[config.mk]
export PLATFORM = sky130hd
export DESIGN_NAME = hltp_ctrl
export DESIGN_NICKNAME = d
export VERILOG_FILES = /design/src/rtl/hltp_pkg.sv /design/src/rtl/hltp_ctrl.sv
export SDC_FILE = /design/constraint.sdc
export NUM_CORES = 1
export LEC_CHECK = 0
export BUFFER_PORTS_ARGS = -buffer_cell sky130_fd_sc_hd__buf_2
export CELL_PAD_IN_SITES_DETAIL_PLACEMENT = 1
export CELL_PAD_IN_SITES_GLOBAL_PLACEMENT = 2
export CORE_MARGIN = 8
export CORE_UTILIZATION = 28
export CTS_CLUSTER_SIZE = 40
export DETAILED_ROUTE_END_ITERATION = 6
export PLACE_DENSITY_LB_ADDON = 0.08
export REMOVE_ABC_BUFFERS = 1
export SETUP_SLACK_MARGIN = 0.2
export SLEW_MARGIN = 5
export SYNTH_ARGS = -nofsm -noshare
export SYNTH_HDL_FRONTEND = slang
export SYNTH_SLANG_ARGS = --single-unit
[constraint.sdc]
create_clock -name clk -period 2.06 [get_ports clk]
set_clock_uncertainty 0.05 [all_clocks]
set_input_delay 0.206 -clock clk [delete_from_list [all_inputs] [get_ports clk]]
set_output_delay 0.206 -clock clk [all_outputs]
set_load 0.03 [all_outputs]
[src/rtl/hltp_pkg.sv]
// Shared types, constants and codes for the linear-probing hash table.
package hltp_pkg;

  localparam int DEPTH_DEF     = 1024;
  localparam int KEY_CHARS_DEF = 30;
  localparam int CHAR_W        = 5;
  localparam int FIELD_CHARS   = 10;
  localparam int FIELD_W       = CHAR_W * FIELD_CHARS;
  localparam int MAX_CHARS     = 3 * FIELD_CHARS;
  localparam int KEY_W         = 3 * FIELD_W;
  localparam int VAL_W         = 32;
  localparam int SLOT_W        = 10;
  localparam int TS_W          = 11;
  localparam int MULT_W        = 10;
  localparam int CFG_IDX_W     = 1;
  localparam int CFG_DATA_W    = 11;
  localparam int STAT_W        = 2;
  localparam int RED_STEPS     = MULT_W;
  localparam int CNT_W         = $clog2(MAX_CHARS + 1);

  localparam logic [TS_W-1:0]   TS_RESET   = 11'd1024;
  localparam logic [MULT_W-1:0] MULT_RESET = 10'd31;

  localparam logic [CFG_IDX_W-1:0] CFG_TABLE_SIZE = 1'b0;
  localparam logic [CFG_IDX_W-1:0] CFG_MULT       = 1'b1;

  localparam logic [1:0] ACT_GET  = 2'd0;
  localparam logic [1:0] ACT_PUT  = 2'd1;
  localparam logic [1:0] ACT_DEL  = 2'd2;
  localparam logic [1:0] ACT_RSVD = 2'd3;  // reserved, acts as get

  localparam logic [1:0] ST_OK       = 2'd0;
  localparam logic [1:0] ST_INSERTED = 2'd1;
  localparam logic [1:0] ST_MISS     = 2'd2;
  localparam logic [1:0] ST_OVERFLOW = 2'd3;

  // slot state word: {occupied, tombstone}
  localparam logic [STAT_W-1:0] SLOT_EMPTY = 2'b00;
  localparam logic [STAT_W-1:0] SLOT_USED  = 2'b10;
  localparam logic [STAT_W-1:0] SLOT_TOMB  = 2'b01;

  typedef struct packed {
    logic [1:0]          action;
    logic [FIELD_W-1:0]  key_chars_first;
    logic [FIELD_W-1:0]  key_chars_middle;
    logic [FIELD_W-1:0]  key_chars_last;
    logic signed [31:0]  put_value;
  } req_t;

  typedef struct packed {
    logic [SLOT_W-1:0]   home_slot;
    logic                collided;
    logic [SLOT_W-1:0]   final_slot;
    logic [1:0]          status;
    logic signed [31:0]  read_value;
  } res_t;

  typedef struct packed {
    logic clear_step;
    logic load;
    logic hash_mul;
    logic hash_red;
    logic probe_init;
    logic probe_eval;
    logic finish;
  } ctl_t;

  typedef struct packed {
    logic clear_done;
    logic key_end;
    logic red_last;
    logic probe_stop;
  } stat_t;

endpackage

[src/rtl/hltp_ctrl.sv]
// Controller: request sequencing over clear, hash, probe and commit phases.
module hltp_ctrl (
  input  logic            clk,
  input  logic            rst,
  input  logic            start,
  input  hltp_pkg::stat_t stat,
  output hltp_pkg::ctl_t  ctl,
  output logic            busy,
  output logic            done
);
  import hltp_pkg::*;

  typedef enum logic [6:0] {
    S_CLEAR = 7'b0000001,
    S_IDLE  = 7'b0000010,
    S_HCHAR = 7'b0000100,
    S_HRED  = 7'b0001000,
    S_PRD   = 7'b0010000,
    S_PCMP  = 7'b0100000,
    S_FIN   = 7'b1000000
  } state_t;

  state_t state;
  state_t state_next;

  always_comb begin
    state_next = state;
    unique case (state)
      S_CLEAR: if (stat.clear_done) state_next = S_IDLE;
      S_IDLE:  if (start) state_next = S_HCHAR;
      S_HCHAR: state_next = stat.key_end ? S_PRD : S_HRED;
      S_HRED:  if (stat.red_last) state_next = S_HCHAR;
      S_PRD:   state_next = S_PCMP;
      S_PCMP:  state_next = stat.probe_stop ? S_FIN : S_PRD;
      S_FIN:   state_next = S_IDLE;
      default: state_next = S_IDLE;
    endcase
  end

  always_ff @(posedge clk) begin
    if (rst) begin
      state <= S_CLEAR;
      done  <= 1'b0;
    end else begin
      state <= state_next;
      done  <= (state == S_FIN);
    end
  end

  assign busy           = (state != S_IDLE);
  assign ctl.clear_step = (state == S_CLEAR);
  assign ctl.load       = (state == S_IDLE) && start;
  assign ctl.hash_mul   = (state == S_HCHAR) && !stat.key_end;
  assign ctl.probe_init = (state == S_HCHAR) && stat.key_end;
  assign ctl.hash_red   = (state == S_HRED);
  assign ctl.probe_eval = (state == S_PCMP);
  assign ctl.finish     = (state == S_FIN);

endmodule

==> results.toml <==
[worst_setup_path]
crit_family = "simple AND/OR/NAND/NOR gates"
max_stage_delay_ns = 0.56
start_kind = "flip-flop"
arrival_ns = 1.58
crit_type = "flip-flop to primary output"
path_buf_inv = 1
cp_slowest_cell = "or4_4"
crit_fanout = 4
crit_chain = "or4_4 -> nor4b_4 -> buf_6"
crit_path_end_kind = "primary output"
cp.required_ns = 1.80

[timing]
fin_crit_sh_pct = 88.94
finalWorstSetupSlack_ns = 0.2278
timing.fmax_mhz = 545.8
max_slew_margin_pct = 71.65
setup_violations = 0
post-route-min-period_ns = 1.832
timing_hold_violations_final = 0
final_max_slew_viol_count = 0
tightest_slew_ns = 0.4194
rsz0062_at_grt = "yes"

[placement]
dpl_worst_slack_ns = 0.2982
gp_congestion = 0.8525
dp_hpwl_um = 1226
port_buffers = 15
place_area_um2 = 626.9

[routing]
first_pass_iters = 2
drt-total-wl_um = 1577
dr.first_iter.drc_count = 3
antenna_left = 0
drc = 0
vias = 521
avgRoutedWirePerCell_um = 14.74
vias_per_cell = 4.869

[global_routing]
grt_overflow_total = 0
grtUsageTotal_pct = 9.799
antenna_found_initial = 0
grt_pass1_vias = 548
grt_max_degree = 12
grt_pass1_wl_um = 2594

[floorplan]
die_x_um = 60.89
start_util_pct = 29.36
core-area_um2 = 1922
rows = 16
die_area_um2 = 3708
ioPinCount = 16
die_height_um = 60.89

[synth]
ys.flop_type = "dfxtp_1"
synth_area_um2 = 564.3
synth_compound_area_share_pct = 17.29
synth-seq-cells = 8
synth-xor-area-share_pct = 3.104
async_reset_ff_share_pct = 0
synth_top_family_by_area = "simple AND/OR/NAND/NOR gates"
synth_edf_count = 0
synthMuxAreaShare_pct = 0
avgSynthCellArea_um2 = 9.251
yosysWarnings = 0
synth_adder_area_share_pct = 0
synth.distinct_cells = 31
yosys.area_share.simple_pct = 37.69
yosysSeqAreaShare_pct = 28.38
syn_inst = 61

[finish]
final_area_um2 = 735.7
nFillCells = 252
area_growth_pct = 30.38
mostFrequentLayoutCell = "buf_2"
final_cell_mix = "buf_2 (11), buf_4 (8), nor2_1 (6)"
drive_above_1_share_pct = 50.00
fin_util_pct = 38.28
nNetsFinal = 89
insertedDiodeCount = 0

[cts]
numCtsBuffers = 3
cts_hold_buffers = 0
cts_buffer_depth = 2
cts_root_buffer = "clkbuf_4"
clock-sinks = 8
cts_htree_levels = 1
path_clk_slew_ns = 0.05
worstSkewPairLatency_ns = 0.25
tritoncts = "done"

[power]
p_leak_nw = 0.3280
total_power_mw = 0.4195
peakVddDrop_mv = 0.3204
powerDensity_nw_per_um2 = 570.2

[hold_path]
hp-class = "primary input to flip-flop"

[status]
outcome = "finished, final reports clean"

[run]
maxCapViolations = 0
## power breakdown
part           switching (mW)  internal [mW]  leakage, nW
clock                  0.0521         0.0666       0.0138
combinational          0.0609         0.0600        0.246
sequential             0.0184          0.162       0.0679
total                   0.131          0.288        0.328
## per-stage QoR
step / std cells / hold WS (ns) / setup TNS [ns]
2_1_floorplan: 56 / 0.2251 / -0.1417
3_3_place_gp: 100 / 0.4128 / 0
3_5_place_dp: 100 / 0.4135 / 0
4_1_cts: 103 / 0.1411 / 0
5_1_grt: 107 / 0.1458 / 0
6_report: 107 / 0.1442 / 0
## cells by family after synthesis
logic type	Yosys count
buffers and inverters	9
AOI/OAI and AO/OA	11
xor gates and xnor gates	2
and+or+nand+nor	31
DFF	8
## synth_stat cells, types with 2 or more instances
library cell,count,share of area [%]
nor2_1,6,4.0
nand4b_1,2,3.1
inv_1,4,2.7
nor4b_1,3,4.7
nor3_1,4,3.5
buf_6,3,6.0
nor3b_1,2,2.7
dfxtp_1,8,28
nand2_1,4,2.7
o21ai_0,3,2.7
or3b_1,2,3.1
## layout make-up
type,instances,area (um2),area share [%]
Clock buffer,3,22.52,3.061
Inverter,4,15.01,2.041
Multi-Input combinational cell,44,357.8,48.64
Sequential cell,8,172.7,23.47
Tap cell,27,33.78,4.592
Timing Repair Buffer,21,133.9,18.20
## metal layers
layer	vias to the layer above	GRT usage, %	part of all wire, %
met5	-	0	0
met4	0	4.319	2.3
li1	259	-	-
met2	13	16.14	49
met3	4	5.720	6.5
met1	245	9.797	42
## timing repair
item / in CTS / in global routing
gates resized for setup: 10 / 8
setup endpoints to repair: 2 / 5
setup buffers: 0 / 4
pin swaps: 0 / 3
## worst paths after layout
| path | start | end | slack, ns | depth (start not counted) |
|---|---|---|---|---|
| min reg2reg | state[4]$_SDFFE_PP0P_ | state[5]$_SDFFE_PP0P_ | 0.51 | 1 |
| min | rst | state[4]$_SDFFE_PP0P_ | 0.14 | 2 |
| max | state[2]$_SDFFE_PP0P_ | ctl[6] | 0.23 | 3 |
| max reg2reg | state[2]$_SDFFE_PP0P_ | state[1]$_SDFFE_PP0P_ | 0.33 | 5 |
## worst register-to-register path, stage by stage (launching register included)
cell,delay [ns]
dfxtp_4,0.35
or4_4,0.56
buf_4,0.16
a211oi_4,0.19
inv_1,0.09
a311oi_2,0.23
## registers in the layout, indices dropped and copies added (netlist names)
register	flops
done	1
state	7
No activity file was read; power rests on OpenSTA's default activity.
